### src/design/mfbp_pkg.sv
// package for the msb-first bit packer
// operation codes, fixed widths and the result item type; no dependencies
`default_nettype none

package mfbp_pkg;

    // fixed field widths
    localparam int BYTE_W   = 8;
    localparam int HOLD_W   = 7;
    localparam int HCNT_W   = 3;
    localparam int MAXB_W   = 16;
    localparam int REM_W    = MAXB_W + HCNT_W;
    localparam int BCOUNT_W = 16;

    // capacity granted at start after reset
    localparam logic [MAXB_W-1:0] MAX_BYTES_RST = 16'd1024;

    // operation codes
    typedef enum logic [1:0] {
        OP_PUT    = 2'd0,
        OP_FINISH = 2'd1,
        OP_START  = 2'd2
    } t_op;

    // one result item
    typedef struct packed {
        logic                byte_valid;
        logic [BYTE_W-1:0]   data_byte;
        logic                last;
        logic                ok;
        logic [BCOUNT_W-1:0] bytes_written;
        logic [HCNT_W-1:0]   padding_bits;
    } t_result;

endpackage

`default_nettype wire

### src/design/msb_first_bit_packer.sv
// msb-first bit packer top level: input register, result bundle, output register
// depends on mfbp_pkg
`default_nettype none

//  channel   signals                                   direction
//  in        i_in_valid / o_in_ready, op, value, count input item
//  out       o_out_valid / i_out_ready, six fields     result item
//  cfg       i_cfg_wr_en, i_cfg_wr_data                max_bytes write
//
// an item passes input register -> bundle register -> output register to the port.
// an item that forms k bytes gives k+1 results (1 to 5 at FIELD_WIDTH 32), one per
// cycle from the output register while the out side does not stall; a status-only
// item gives only its status result. the bundle loads the next item as its status
// result moves out.
// reset is synchronous, active low, and disarms the packer; max_bytes returns to 1024.
// a stall on the out side holds every full stage; ready is combinational from i_out_ready.

module msb_first_bit_packer
    import mfbp_pkg::*;
#(
    parameter int FIELD_WIDTH = 32
) (
    input  wire                              i_clk,
    input  wire                              i_rst_n,
    // configuration
    input  wire                              i_cfg_wr_en,
    input  wire  [MAXB_W-1:0]                i_cfg_wr_data,
    // input channel
    input  wire                              i_in_valid,
    output logic                             o_in_ready,
    input  wire  [1:0]                       i_operation,
    input  wire  [FIELD_WIDTH-1:0]           i_bit_value,
    input  wire  [$clog2(FIELD_WIDTH+1)-1:0] i_bit_count,
    // output channel
    output logic                             o_out_valid,
    input  wire                              i_out_ready,
    output logic                             o_byte_valid,
    output logic [BYTE_W-1:0]                o_data_byte,
    output logic                             o_last,
    output logic                             o_ok,
    output logic [BCOUNT_W-1:0]              o_bytes_written,
    output logic [HCNT_W-1:0]                o_padding_bits
);

    localparam int CNT_W = $clog2(FIELD_WIDTH + 1);
    localparam int ACC_W = FIELD_WIDTH + HOLD_W;
    localparam int MAXB  = ACC_W / BYTE_W;
    localparam int LW    = BYTE_W * (MAXB + 1);
    localparam int SH_W  = $clog2(LW + 1);
    localparam int TOT_W = $clog2(ACC_W + 1);
    localparam int NB_W  = $clog2(MAXB + 1);

    // configuration register
    logic [MAXB_W-1:0] r_max_bytes;

    // packer state
    logic [HOLD_W-1:0]   r_hold_bits,      n_hold_bits;
    logic [HCNT_W-1:0]   r_hold_count,     n_hold_count;
    logic [REM_W-1:0]    r_bits_remaining, n_bits_remaining;
    logic [BCOUNT_W-1:0] r_bytes_emitted,  n_bytes_emitted;
    logic                r_armed,          n_armed;

    // input register
    logic             r_in_valid;
    t_op              r_in_op;
    logic [FIELD_WIDTH-1:0] r_in_value;
    logic [CNT_W-1:0] r_in_count;

    // bundle register: bytes of one item, then its status
    logic                r_bun_valid;
    logic [BYTE_W-1:0]   r_bun_bytes [MAXB];
    logic [NB_W-1:0]     r_bun_nbytes;
    logic                r_bun_ok;
    logic [BCOUNT_W-1:0] r_bun_written;
    logic [HCNT_W-1:0]   r_bun_pad;

    logic [BYTE_W-1:0]   n_bun_bytes [MAXB];
    logic [NB_W-1:0]     n_bun_nbytes;
    logic                n_bun_ok;
    logic [BCOUNT_W-1:0] n_bun_written;
    logic [HCNT_W-1:0]   n_bun_pad;

    // output register
    logic    r_out_valid;
    t_result r_out;
    t_result bun_front;

    // handshake control
    logic out_free, bun_pop, bun_done, bun_load, in_free;

    // packing datapath
    logic [FIELD_WIDTH-1:0] val_masked;
    logic [ACC_W-1:0]       acc;
    logic [TOT_W-1:0]       total;
    logic [LW-1:0]          aligned;
    logic                   put_ok;
    logic [HCNT_W-1:0]      fin_pad;

    assign out_free = !r_out_valid || i_out_ready;
    assign bun_pop  = r_bun_valid && out_free;
    assign bun_done = bun_pop && (r_bun_nbytes == '0);
    assign bun_load = r_in_valid && (!r_bun_valid || bun_done);
    assign in_free  = !r_in_valid || bun_load;
    assign o_in_ready = in_free;

    // configuration write
    always_ff @(posedge i_clk) begin
        if (!i_rst_n) begin
            r_max_bytes <= MAX_BYTES_RST;
        end else if (i_cfg_wr_en) begin
            r_max_bytes <= i_cfg_wr_data;
        end
    end

    // input register
    always_ff @(posedge i_clk) begin
        if (!i_rst_n) begin
            r_in_valid <= 1'b0;
        end else if (in_free) begin
            r_in_valid <= i_in_valid;
        end
    end

    always_ff @(posedge i_clk) begin
        if (in_free && i_in_valid) begin
            r_in_op    <= t_op'(i_operation);
            r_in_value <= i_bit_value;
            r_in_count <= i_bit_count;
        end
    end

    // merge pending bits with the new field and left-align the whole run
    always_comb begin
        val_masked = r_in_value & ~({FIELD_WIDTH{1'b1}} << r_in_count);
        acc        = (ACC_W'(r_hold_bits) << r_in_count) | ACC_W'(val_masked);
        total      = TOT_W'(r_hold_count) + TOT_W'(r_in_count);
        aligned    = LW'(acc) << (SH_W'(LW) - SH_W'(total));
        put_ok     = r_armed
                     && ({1'b0, r_in_count} <= (CNT_W+1)'(FIELD_WIDTH))
                     && (REM_W'(r_in_count) <= r_bits_remaining);
        fin_pad    = HCNT_W'(0) - r_hold_count;
    end

    // next state and bundle contents for the item in the input register
    always_comb begin
        n_hold_bits      = r_hold_bits;
        n_hold_count     = r_hold_count;
        n_bits_remaining = r_bits_remaining;
        n_bytes_emitted  = r_bytes_emitted;
        n_armed          = r_armed;
        n_bun_nbytes     = '0;
        n_bun_ok         = 1'b0;
        n_bun_written    = '0;
        n_bun_pad        = '0;
        for (int j = 0; j < MAXB; j++) begin
            n_bun_bytes[j] = aligned[LW-1-BYTE_W*j -: BYTE_W];
        end
        case (r_in_op)
            OP_PUT: begin
                if (put_ok) begin
                    n_bun_ok         = 1'b1;
                    n_bun_nbytes     = NB_W'(total >> 3);
                    n_hold_count     = total[HCNT_W-1:0];
                    n_hold_bits      = HOLD_W'(acc & ~({ACC_W{1'b1}} << total[HCNT_W-1:0]));
                    n_bits_remaining = r_bits_remaining - REM_W'(r_in_count);
                    n_bytes_emitted  = r_bytes_emitted + BCOUNT_W'(total >> 3);
                end
            end
            OP_FINISH: begin
                if (r_armed) begin
                    n_bun_ok = 1'b1;
                    if (r_hold_count != '0) begin
                        n_bun_nbytes   = NB_W'(1);
                        n_bun_bytes[0] = BYTE_W'(r_hold_bits) << fin_pad;
                        n_bun_pad      = fin_pad;
                        n_bun_written  = r_bytes_emitted + BCOUNT_W'(1);
                    end else begin
                        n_bun_written  = r_bytes_emitted;
                    end
                    n_hold_bits      = '0;
                    n_hold_count     = '0;
                    n_bits_remaining = '0;
                    n_bytes_emitted  = '0;
                    n_armed          = 1'b0;
                end
            end
            OP_START: begin
                n_hold_bits      = '0;
                n_hold_count     = '0;
                n_bytes_emitted  = '0;
                n_armed          = (r_max_bytes != '0);
                n_bun_ok         = (r_max_bytes != '0);
                n_bits_remaining = (r_max_bytes != '0) ? {r_max_bytes, 3'b000} : '0;
            end
            default: begin
                // reserved code: refused, state unchanged
                n_bun_ok = 1'b0;
            end
        endcase
    end

    // packer state update as an item moves into the bundle
    always_ff @(posedge i_clk) begin
        if (!i_rst_n) begin
            r_hold_bits      <= '0;
            r_hold_count     <= '0;
            r_bits_remaining <= '0;
            r_bytes_emitted  <= '0;
            r_armed          <= 1'b0;
        end else if (bun_load) begin
            r_hold_bits      <= n_hold_bits;
            r_hold_count     <= n_hold_count;
            r_bits_remaining <= n_bits_remaining;
            r_bytes_emitted  <= n_bytes_emitted;
            r_armed          <= n_armed;
        end
    end

    // bundle valid
    always_ff @(posedge i_clk) begin
        if (!i_rst_n) begin
            r_bun_valid <= 1'b0;
        end else if (bun_load) begin
            r_bun_valid <= 1'b1;
        end else if (bun_done) begin
            r_bun_valid <= 1'b0;
        end
    end

    // bundle payload: load, or shift the byte line by one per result sent
    always_ff @(posedge i_clk) begin
        if (bun_load) begin
            for (int j = 0; j < MAXB; j++) begin
                r_bun_bytes[j] <= n_bun_bytes[j];
            end
            r_bun_nbytes  <= n_bun_nbytes;
            r_bun_ok      <= n_bun_ok;
            r_bun_written <= n_bun_written;
            r_bun_pad     <= n_bun_pad;
        end else if (bun_pop && (r_bun_nbytes != '0)) begin
            for (int j = 0; j < MAXB - 1; j++) begin
                r_bun_bytes[j] <= r_bun_bytes[j+1];
            end
            r_bun_nbytes <= r_bun_nbytes - NB_W'(1);
        end
    end

    // front result of the bundle: next byte, or the closing status
    always_comb begin
        if (r_bun_nbytes != '0) begin
            bun_front.byte_valid    = 1'b1;
            bun_front.data_byte     = r_bun_bytes[0];
            bun_front.last          = 1'b0;
            bun_front.ok            = 1'b1;
            bun_front.bytes_written = '0;
            bun_front.padding_bits  = '0;
        end else begin
            bun_front.byte_valid    = 1'b0;
            bun_front.data_byte     = '0;
            bun_front.last          = 1'b1;
            bun_front.ok            = r_bun_ok;
            bun_front.bytes_written = r_bun_written;
            bun_front.padding_bits  = r_bun_pad;
        end
    end

    // output register
    always_ff @(posedge i_clk) begin
        if (!i_rst_n) begin
            r_out_valid <= 1'b0;
        end else if (out_free) begin
            r_out_valid <= r_bun_valid;
        end
    end

    always_ff @(posedge i_clk) begin
        if (out_free) begin
            r_out <= bun_front;
        end
    end

    assign o_out_valid     = r_out_valid;
    assign o_byte_valid    = r_out.byte_valid;
    assign o_data_byte     = r_out.data_byte;
    assign o_last          = r_out.last;
    assign o_ok            = r_out.ok;
    assign o_bytes_written = r_out.bytes_written;
    assign o_padding_bits  = r_out.padding_bits;

`ifndef SYNTHESIS
    // pending bits above the pending count stay clear
    a_hold_clean: assert property (@(posedge i_clk) disable iff (!i_rst_n)
        (ACC_W'(r_hold_bits) >> r_hold_count) == '0)
        else $error("pending bits above hold count");

    // an unarmed packer keeps no pending bits and no byte count
    a_idle_clear: assert property (@(posedge i_clk) disable iff (!i_rst_n)
        !r_armed |-> (r_hold_count == '0) && (r_bytes_emitted == '0))
        else $error("state left over while unarmed");

    // a result is either a byte or a closing status
    a_result_kind: assert property (@(posedge i_clk) disable iff (!i_rst_n)
        r_out_valid |-> (r_out.byte_valid != r_out.last))
        else $error("result is neither byte nor status");

    // a bundle never holds more bytes than one item can form
    a_bundle_depth: assert property (@(posedge i_clk) disable iff (!i_rst_n)
        r_bun_valid |-> (32'(r_bun_nbytes) <= MAXB))
        else $error("bundle byte count out of range");

    // a byte result carries success and no finish report
    a_byte_fields: assert property (@(posedge i_clk) disable iff (!i_rst_n)
        (r_out_valid && r_out.byte_valid) |->
            (r_out.ok && (r_out.bytes_written == '0) && (r_out.padding_bits == '0)))
        else $error("byte result carries status fields");
`endif

endmodule

`default_nettype wire

### config.mk
export PLATFORM = sky130hd
export DESIGN_NAME = msb_first_bit_packer
export DESIGN_NICKNAME = d
export VERILOG_FILES = /design/src/design/mfbp_pkg.sv /design/src/design/msb_first_bit_packer.sv
export SDC_FILE = /design/constraint.sdc
export NUM_CORES = 1
export LEC_CHECK = 0
export BUFFER_PORTS_ARGS = -buffer_cell sky130_fd_sc_hd__buf_2
export CAP_MARGIN = 20
export CORE_MARGIN = 2
export CORE_UTILIZATION = 40
export CTS_BUF_LIST = sky130_fd_sc_hd__clkbuf_16
export DETAILED_ROUTE_END_ITERATION = 8
export HOLD_SLACK_MARGIN = 0.1
export PLACE_DENSITY_LB_ADDON = 0.08
export SLEW_MARGIN = 5
export SYNTH_ARGS = -nofsm -noshare
export SYNTH_HDL_FRONTEND = slang
export SYNTH_SLANG_ARGS = --single-unit
### constraint.sdc
create_clock -name i_clk -period 5.75 [get_ports i_clk]
set_input_delay 1.15 -clock i_clk [delete_from_list [all_inputs] [get_ports i_clk]]
set_output_delay 1.15 -clock i_clk [all_outputs]
set_load 0.01 [all_outputs]
# --- After elaboration in Yosys (flattened, before gate mapping) ---
# Memory sizes are Yosys's and may differ from the RTL's.
# Index checks and enable logic that the tools add are counted.
op_classes:
  add_sub_neg: 7
  magnitude_cmp: 2
  eq_ne: 4
  shifts: 5
  muxes: 38
  bitwise: 8
  reduce_logical: 26
op_table:
  columns: ["cell", "count"]
  rows:
  - ["two-way mux 19 bit", 3]
  - ["case mux 19 bit (3 select lines)", 1]
  - ["two-way mux 16 bit", 3]
  - ["two-way mux 8 bit", 6]
  - ["case mux 16 bit (3 select lines)", 1]
  - ["left shift 39 x 6 -> 40 bit", 1]
  - ["bitwise OR 39 x 32 -> 39 bit", 1]
  - ["left shift 39 x 3 -> 7 bit, first input constant", 1]
  - ["left shift 7 x 6 -> 39 bit", 1]
  - ["AND 32 bit", 1]
  - ["NOT 32 bit", 1]
  - ["left shift 32 x 6 -> 32 bit, first input constant", 1]
  - ["two-way mux 30 bit", 1]
  - ["case mux 7 bit (3 select lines)", 1]
  - ["<= comparator 6 x 19 -> 1 bit", 1]
  - ["subtractor 19 x 6 -> 19 bit", 1]
  - ["adder 16 x 1 -> 16 bit, second input constant", 1]
  - ["adder 16 x 3 -> 16 bit", 1]
  - ["nonzero test 16 bit", 1]
  - ["two-way mux 3 bit", 5]
  - ["two-way mux 7 bit", 2]
  - ["two-way mux 1 bit", 11]
  - ["case mux 3 bit (3 select lines)", 1]
  - ["nonzero test 3 bit", 3]
  - ["24 further kinds", 40]
totals:
  reg_bits: 158
  mem_bits_rw: 32
  input_bits: 61
  output_inout_bits: 32
  elab_cells: 113
  n_memories: 1
memory_table:
  columns: ["name", "words", "width", "rd", "rd_clocked_by_memory_dff", "wr", "line", "source"]
  rows:
  - ["r_bun_bytes", 4, 8, 4, 0, 4, "msb_first_bit_packer.sv:71", "logic [BYTE_W-1:0] r_bun_bytes [MAXB];"]

# --- Depth between registers and ports, before layout ---
# Gate-level depths: netlist of the first run.
depth:
  depth_word: 9
  mapped_depth: 16

# --- Worst setup path before layout of the first run ---
# OpenSTA, ideal clock, no wires.
synth_timing:
  kind: "input -> register"
  from: "input i_out_ready"
  to: "register r_bytes_emitted[14]"
  setup_time_ps: 130
  t_arrival_ps: 4072
  t_required_ps: 5620
  setup_slack_ps: 1548
  cell_stages: 11
  path_buffers: 3
  path_cell_list: "nand2b_1 > a21oi_1 > nand2b_1 > clkbuf_1 > inv_2 > nand2_1 > a21o_1 > buf_2 > buf_4 > o41ai_1 > a21oi_1"
synth_via:
  elab_chain_cells: 6
synth_lines:
  columns: ["element", "line", "source"]
  rows:
  - ["start, declared", "msb_first_bit_packer.sv:36", "input wire i_out_ready,"]
  - ["logical OR 1 bit", "msb_first_bit_packer.sv:99", "assign out_free = !r_out_valid || i_out_ready;"]
  - ["logical AND 1 bit", "msb_first_bit_packer.sv:100", "assign bun_pop = r_bun_valid && out_free;"]
  - ["logical AND 1 bit", "msb_first_bit_packer.sv:101", "assign bun_done = bun_pop && (r_bun_nbytes == '0);"]
  - ["logical OR 1 bit", "msb_first_bit_packer.sv:102", "assign bun_load = r_in_valid && (!r_bun_valid || bun_done);"]
  - ["logical AND 1 bit", "msb_first_bit_packer.sv:102", null]
  - ["named net bun_load", "msb_first_bit_packer.sv:89", "logic out_free, bun_pop, bun_done, bun_load, in_free;"]
  - ["AND reduction 4 bit (no line)", null, null]
  - ["end signal, assigned", "msb_first_bit_packer.sv:214", "r_bytes_emitted <= n_bytes_emitted;"]
  - ["end, declared", "msb_first_bit_packer.sv:60", "logic [BCOUNT_W-1:0] r_bytes_emitted, n_bytes_emitted;"]
# The timed path passes the listed nets, and every way through them passes these cells.
# A chain may end at the register's enable or synchronous reset.

==> results of run 1 <==
-- worst register-to-register path, stage by stage (launching register included) --
cell and delay, ps:
dfxtp_1 640, ha_1 330, fa_1 500, ha_1 350, inv_2 570, a221oi_1 150
a311oi_2 450, mux2i_1 270, nor3b_1 210, o22a_1 220, o41a_1 330, nor3b_2 160
-- power by group through the flow --
stage	sequential [uW]	combinational [uW]	clock (uW)
floorplan	1650	780	0
global placement	1660	1100	0
detailed placement	1660	1100	0
CTS	1630	1100	1230
global route	1640	1230	1280
finish	1630	1120	1200
-- sequential cells by signal, summed over array words and instances, names as in the netlist, 7 cells and up --
signal and count:
r_in_value 32, r_bytes_emitted 16, o_data_byte 8, r_bun_bytes 32, r_bun_written 16, r_max_bytes 16
r_hold_bits 7, o_bytes_written 16, r_bits_remaining 19
-- layout make-up --
class,instances,area [sq um]
fill,3070,17390
multi-input combinational,1056,7004
sequential,190,5055
timing repair buffer,115,633.1
tap,402,503.0
clock buffer,17,425.4
clock inverter,15,161.4
inverter,36,135.1
-- cells in the final DEF, fill, tap and decap left out, drive strengths merged, types with 17 or more instances in the layout --
master,Yosys,layout
nand2,147,147
nor2,141,141
edfxtp,125,125
buf,37,115
a21oi,106,106
o21ai,81,81
dfxtp,65,65
mux2i,64,64
and2,40,40
inv,35,40
nand3,37,37
nor3,35,35
ha,25,25
mux2,23,23
o22ai,21,21
a211oi,18,18
clkbuf,64,17
-- routing by layer --
| metal | GRT usage | wire length [microns] |
|---|---|---|
| met1 | 0.3422 | 18320 |
| met2 | 0.3320 | 15940 |
| met3 | 0.05275 | 2669 |
| met4 | 0.08293 | 1098 |
| met5 | 0 | 13 |
-- how the worst max path moves through the flow --
stage	from	to	slack [ps]	depth (start not counted)
after detailed placement	i_out_ready	r_bits_remaining[0]	1220	10
after global routing	r_in_count[1]	r_bytes_emitted[13]	1100	13
after floorplan	i_out_ready	r_bytes_emitted[14]	1550	11
after CTS	r_in_count[1]	r_bits_remaining[0]	1400	12
final	r_hold_count[0]	r_bun_bytes[0][5]	1420	11
after global placement	i_out_ready	r_bits_remaining[0]	1350	10
-- kinds of logic after synthesis --
kind of cell / count (synthesis) / synth area share
mux: 96 / 0.08817
compound gates: 402 / 0.2197
xor+xnor: 26 / 0.01981
flops: 190 / 0.4002
buf+inv: 137 / 0.04676
simple gates: 504 / 0.1958
fa+ha+maj: 28 / 0.02952
-- through the flow --
stage / total power [uW] / util / hold slack [ps]
2_1_floorplan: 2432 / - / 436.2
3_3_place_gp: 2757 / 0.4255 / 447.9
3_5_place_dp: 2755 / 0.4255 / 458.9
4_1_cts: 3962 / 0.4442 / 471.4
5_1_grt: 4148 / 0.4445 / 517.5
6_report: 3949 / 0.4445 / 471.5
==> run_results.csv, run 1 <==
group,metric,value,unit
run_status,status,"finished, final reports clean",
drt,drt-pass1-iter-count,5,
global_route,grt_pass1_wl,59.68,mm
timing,slew_violations,0,
drt,drt_iter0_drc,1074,
cells_and_area,fin_cells,1831,
synth,synth_top_area_frac,0.2972,
synth,synth_nets,1472,
synth,ys_types,109,
placement,numPortBuffers,92,
pwr,power_frac_seq,0.412,
timing,worstMarginPinSlew,1016,ps
cells_and_area,syn_to_final_growth,10.19,%
placement,place_inst,1798,
setup_path,cp.required,6070,ps
global_route,antenna_found_initial,1,
clocking,cts_tree,"built",
cells_and_area,diodes,0,
setup_path,crit_arrival,4650,ps
placement,hpwlAfterDp,27.25,mm
setup_path,timing.critical_path.mode_cell,"ha_1",
pwr,combPwrFrac,0.285,
clocking,numCtsBuffers,17,
clocking,cts.sinks,190,
setup_path,slowest_delay,640,ps
cells_and_area,final_nets,1505,
setup_path,r2r.worst_path.cells,11,
synth,yosysMostFrequentCell,"nand2_1",
floorplanning,rows,65,
timing,hold_viol_final,0,
floorplanning,die_area,33010,sq um
setup_path,rrSetupSlack,1420,ps
pwr,power_switching_share,0.3442,
setup_path,path_cells,"ha_1 > fa_1 > ha_1 > inv_2 > a221oi_1 > a311oi_2 > mux2i_1 > nor3b_1 > o22a_1 > o41a_1 > nor3b_2",
timing,skew,12.31,ps
floorplanning,ios,93,
synth,synthCells,1383,
drt,antenna_left,0,
synth,syn_area_per_cell,9.132,sq um
hold_path,whs_endpoint,"r_bits_remaining[2]",
timing,post-route-min-period,4331,ps
pwr,switching_power,1359,uW
drt,drt_wl_total,38.04,mm
setup_path,crit_path_max_fanout,37,
timing,rsz0062_at_grt,"false",
clocking,cts_max_level,4,
pwr,p_per_area,283.8,nW/um^2
clocking,cts-resized-gates,0,
timing,setup_violations,0,
synth,synth-edff-count,125,
floorplanning,die_x,181.7,microns
hold_path,holdCritStartpoint,"r_bits_remaining[2]",
placement,dp_worst_setup_slack,1221,ps
timing,setup_ws,1419,ps
clocking,clk_latency,460,ps
cells_and_area,layout-drive-gt1-share,0.1561,
floorplanning,core,31310,sq um
synth,seq_area_frac_synth,0.4002,
clocking,clockRootBuffer,"clkbuf_16",
drt,drcViolationCount,0,
global_route,grtUsageTotal,0.2323,
drt,via_per_inst,5.970,
drt,vias,10931,
global_route,grt_pass1_vias,10052,
run,max_cap_viol_count,0,
synth,yosysTopAreaCell,"edfxtp_1",
hold_path,worstHoldPathCells,2,
floorplanning,die_h,181.7,microns
timing,timing.fmax,230.9,MHz
timing,relSlewSlack,0.3212,
placement,gp_congestion,0.9537,
placement,place_area,13320,sq um
global_route,grt_overflow,0,
synth,yosys-top-cells-count,"nand2_1, nor2_1, edfxtp_1",
setup_path,critPathBufInv,1,
setup_path,cp-start-kind,"register",
synth,ys_ff_latch,190,
synth,synth_area_leaders,"edfxtp_1, dfxtp_1, mux2i_1, nand2_1, a21oi_1",
clocking,cts_hold_buf,0,
setup_path,slowest_stage,"dfxtp_1",
setup_path,rr_endpoint,"r_bun_bytes[0][5]",
timing,period_share,0.7531,
pwr,p_int,2590,uW
timing,fin_setup_tns,0,ps
pwr,p_clk_frac,0.303,
pwr,p_leak,0.005175,uW
synth,yosysWarningCount,0,
synth,synth_top_flop_cell,"edfxtp_1",
hold_path,hp-class,"register to register",
setup_path,critPathKind,"register to register",
cells_and_area,design_area,13920,sq um
setup_path,worstSetupEndpointType,"register",
synth,async_flop_share,0,
clocking,cts_buffer_depth,2,
synth,syn-cell-area,12630,sq um
clocking,cts_setup_buffers,0,
drt,routedWlPerCell,20.77,microns
pwr,ir_drop,0.2269,mV
clocking,cts.clk_slew.worst_paths,80,ps
floorplanning,initial_core_util,0.4034,
setup_path,r2r-start,"r_hold_count[0]",
global_route,grt_max_degree,50,
setup_path,critPathTopFamily,"adder cells",
No activity file was read; power rests on OpenSTA's default activity.
==> run 2, diff against run 1 <==
- ABC_AREA: unset -> 1
- clock period: 5.75 -> 3.5 ns (I/O delays scaled with it)
==> run_results.csv, run 2 <==
group,metric,value,unit
synth,syn-cell-area,12170,sq um
setup_path,timing.critical_path.mode_cell,"a21oi_1",
drt,drt_wl_total,37.88,mm
clocking,cts_hold_buf,0,
clocking,cts.clk_slew.worst_paths,80,ps
setup_path,path_cells,"ha_1 > fa_1 > a21oi_1 > nor2_1 > xor2_2 > inv_2 > ha_1 > a21oi_1 > inv_1 > a31oi_1 > inv_1 > nand2_1 > xor2_1 > nor2_1 > nand2_1 > a21oi_1",
clocking,numCtsBuffers,17,
floorplanning,rows,63,
hold_path,hp-class,"primary input to register",
setup_path,crit_path_max_fanout,5,
cells_and_area,diodes,0,
clocking,cts_max_level,4,
global_route,grtUsageTotal,0.2459,
setup_path,critPathKind,"register to register",
clocking,cts-resized-gates,0,
timing,fin_setup_tns,0,ps
placement,gp_congestion,0.9514,
floorplanning,die_h,178.4,microns
cells_and_area,layout-drive-gt1-share,0.1234,
synth,syn_area_per_cell,7.366,sq um
drt,wl_met1,18.86,mm
global_route,grt_max_degree,42,
synth,yosysTopAreaCell,"edfxtp_1",
pwr,p_leak,0.005815,uW
clocking,cts_buffer_depth,2,
timing,hold_viol_final,0,
timing,timing.fmax,307.4,MHz
cells_and_area,final_cell_mix,"nand2_1, nand3_1, nor2_1",
pwr,power_frac_seq,0.389,
timing,slew_violations,0,
global_route,antenna_found_initial,0,
cells_and_area,largestRegisters,"r_bun_bytes x32, r_in_value x32, r_bits_remaining x19",
pwr,p_per_area,507.5,nW/um^2
synth,yosys-top-cells-count,"nand2_1, nand3_1, nor2_1",
synth,synthCells,1652,
timing,period_share,0.9293,
pwr,switching_power,2602,uW
pwr,p_int,4369,uW
pwr,combPwrFrac,0.331,
synth,synth_top_area_frac,0.3085,
floorplanning,core,29800,sq um
drt,vias,11426,
synth,ys_types,52,
floorplanning,die_x,178.4,microns
timing,rsz0062_at_grt,"false",
clocking,clk_latency,450,ps
clocking,clockRootBuffer,"clkbuf_16",
timing,fin_worst_hold_slack,424.9,ps
drt,routed.top_layer,"met4",
setup_path,cp-start-kind,"register",
cells_and_area,n_fill_cell,3116,
drt,met3WireLength,2.138,mm
placement,hpwlAfterDp,28.74,mm
pwr,ir_drop,0.3297,mV
timing,worstMarginPinSlew,667.7,ps
run_status,status,"finished, final reports clean",
global_route,grt_overflow,0,
timing,setup_violations,0,
floorplanning,die_area,31830,sq um
timing,skew,13.20,ps
placement,numPortBuffers,92,
synth,synth_area_leaders,"edfxtp_1, nand3_1, nand2_1, dfxtp_1, nor2_1",
synth,synth-edff-count,125,
drt,wl_met2,16.18,mm
clocking,cts_setup_buffers,0,
setup_path,crit_arrival,3590,ps
floorplanning,ios,93,
setup_path,cp.required,3830,ps
drt,drt-pass1-iter-count,7,
synth,async_flop_share,0,
synth,seq_area_frac_synth,0.4154,
timing,relSlewSlack,0.5544,
drt,drcViolationCount,0,
drt,via_per_inst,5.359,
drt,routedWlPerCell,17.77,microns
synth,yosysWarningCount,0,
timing,post-route-min-period,3253,ps
setup_path,worstSetupEndpointType,"register",
global_route,grt_pass1_vias,10762,
global_route,grt_pass1_wl,60.68,mm
setup_path,slowest_stage,"edfxtp_1",
synth,synth_nets,1741,
floorplanning,initial_core_util,0.4084,
drt,antenna_left,0,
synth,yosysMostFrequentCell,"nand2_1",
setup_path,slowest_delay,440,ps
synth,synth_top_flop_cell,"edfxtp_1",
synth,ys_ff_latch,190,
pwr,power_switching_share,0.3732,
pwr,p_clk_frac,0.280,
cells_and_area,final_common_cell,"nand2_1",
clocking,cts.sinks,190,
cells_and_area,final_nets,1818,
cells_and_area,syn_to_final_growth,12.87,%
run,max_cap_viol_count,0,
clocking,cts_tree,"built",
drt,drt_iter0_drc,1000,
==> run 2: changes by cell type after synthesis, sizes merged, moves of 17 or more <==
| cell | before | now |
|---|---|---|
| and2 | 40 | 1 |
| clkbuf | 64 | 44 |
| inv | 35 | 145 |
| mux2 | 23 | 0 |
| mux2i | 64 | 0 |
| nand2 | 147 | 388 |
| nand3 | 37 | 303 |
| nor2 | 141 | 164 |
| o21ai | 81 | 98 |
==> run 2: cell type report <==
type / count / area, sq um / share of cell area
clock inverter: 15 / 141.4 / 0.01029
clock buffer: 17 / 425.4 / 0.03097
sequential: 190 / 5055 / 0.3680
tap: 390 / 488.0 / 0.03553
inverter: 147 / 551.8 / 0.04017
multi-input combinational: 1231 / 6181 / 0.4500
timing repair buffer: 142 / 893.4 / 0.06504
==> run 2: layer usage <==
metal	up-vias	track usage
li1	5786	-
met1	5231	0.3722
met2	376	0.3657
met3	33	0.03090
met4	0	0.06944
met5	-	0
==> run 2: path summary, 6_finish.rpt <==
path | from | to | slack [ps] | cells after the start
worst min register to register | r_bytes_emitted[9] | r_bytes_emitted[9] | 490 | 2
worst min-delay path | i_bit_value[3] | r_in_value[3] | 420 | 1
worst max-delay path | r_in_count[0] | r_bytes_emitted[7] | 250 | 16
worst max register to register | r_in_count[0] | r_bytes_emitted[7] | 250 | 16
==> run 2: kinds of logic after synthesis <==
logic type,synth area share
compound gates,0.1224
xor+xnor,0.02272
fa+ha+maj,0.03064
buf+inv,0.07814
flops,0.4154
simple gates,0.3308
==> run 2: metrics by stage <==
step / cell area (sq um) / cells / setup slack [ps] / total power (uW) / util
2_1_floorplan: 12170 / 1652 / 99.37 / 4330 / -
3_3_place_gp: 13130 / 2099 / 120.5 / 5025 / 0.4408
3_5_place_dp: 13160 / 2100 / 202.9 / 5030 / 0.4417
4_1_cts: 13730 / 2132 / 186.7 / 6983 / 0.4607
5_1_grt: 13740 / 2132 / 38.10 / 7388 / 0.4610
6_report: 13740 / 2132 / 247.4 / 6971 / 0.4610
==> run 2: power groups by stage <==
stage / combinational [uW] / sequential, uW / clock, uW
final: 2310 / 2710 / 1950
after global routing: 2570 / 2730 / 2090
after CTS: 2270 / 2720 / 1990
after detailed placement: 2260 / 2770 / 0
after global placement: 2260 / 2760 / 0
after floorplan: 1560 / 2770 / 0
==> run 2: critical path: cells and delay by family (launching register included) <==
family,cells,cell delay [ps]
and+or+nand+nor,4,330
buffers and inverters,3,320
DFF,1,440
adders and majority gates,3,870
AOI/OAI and AO/OA,4,790
xor gates and xnor gates,2,410
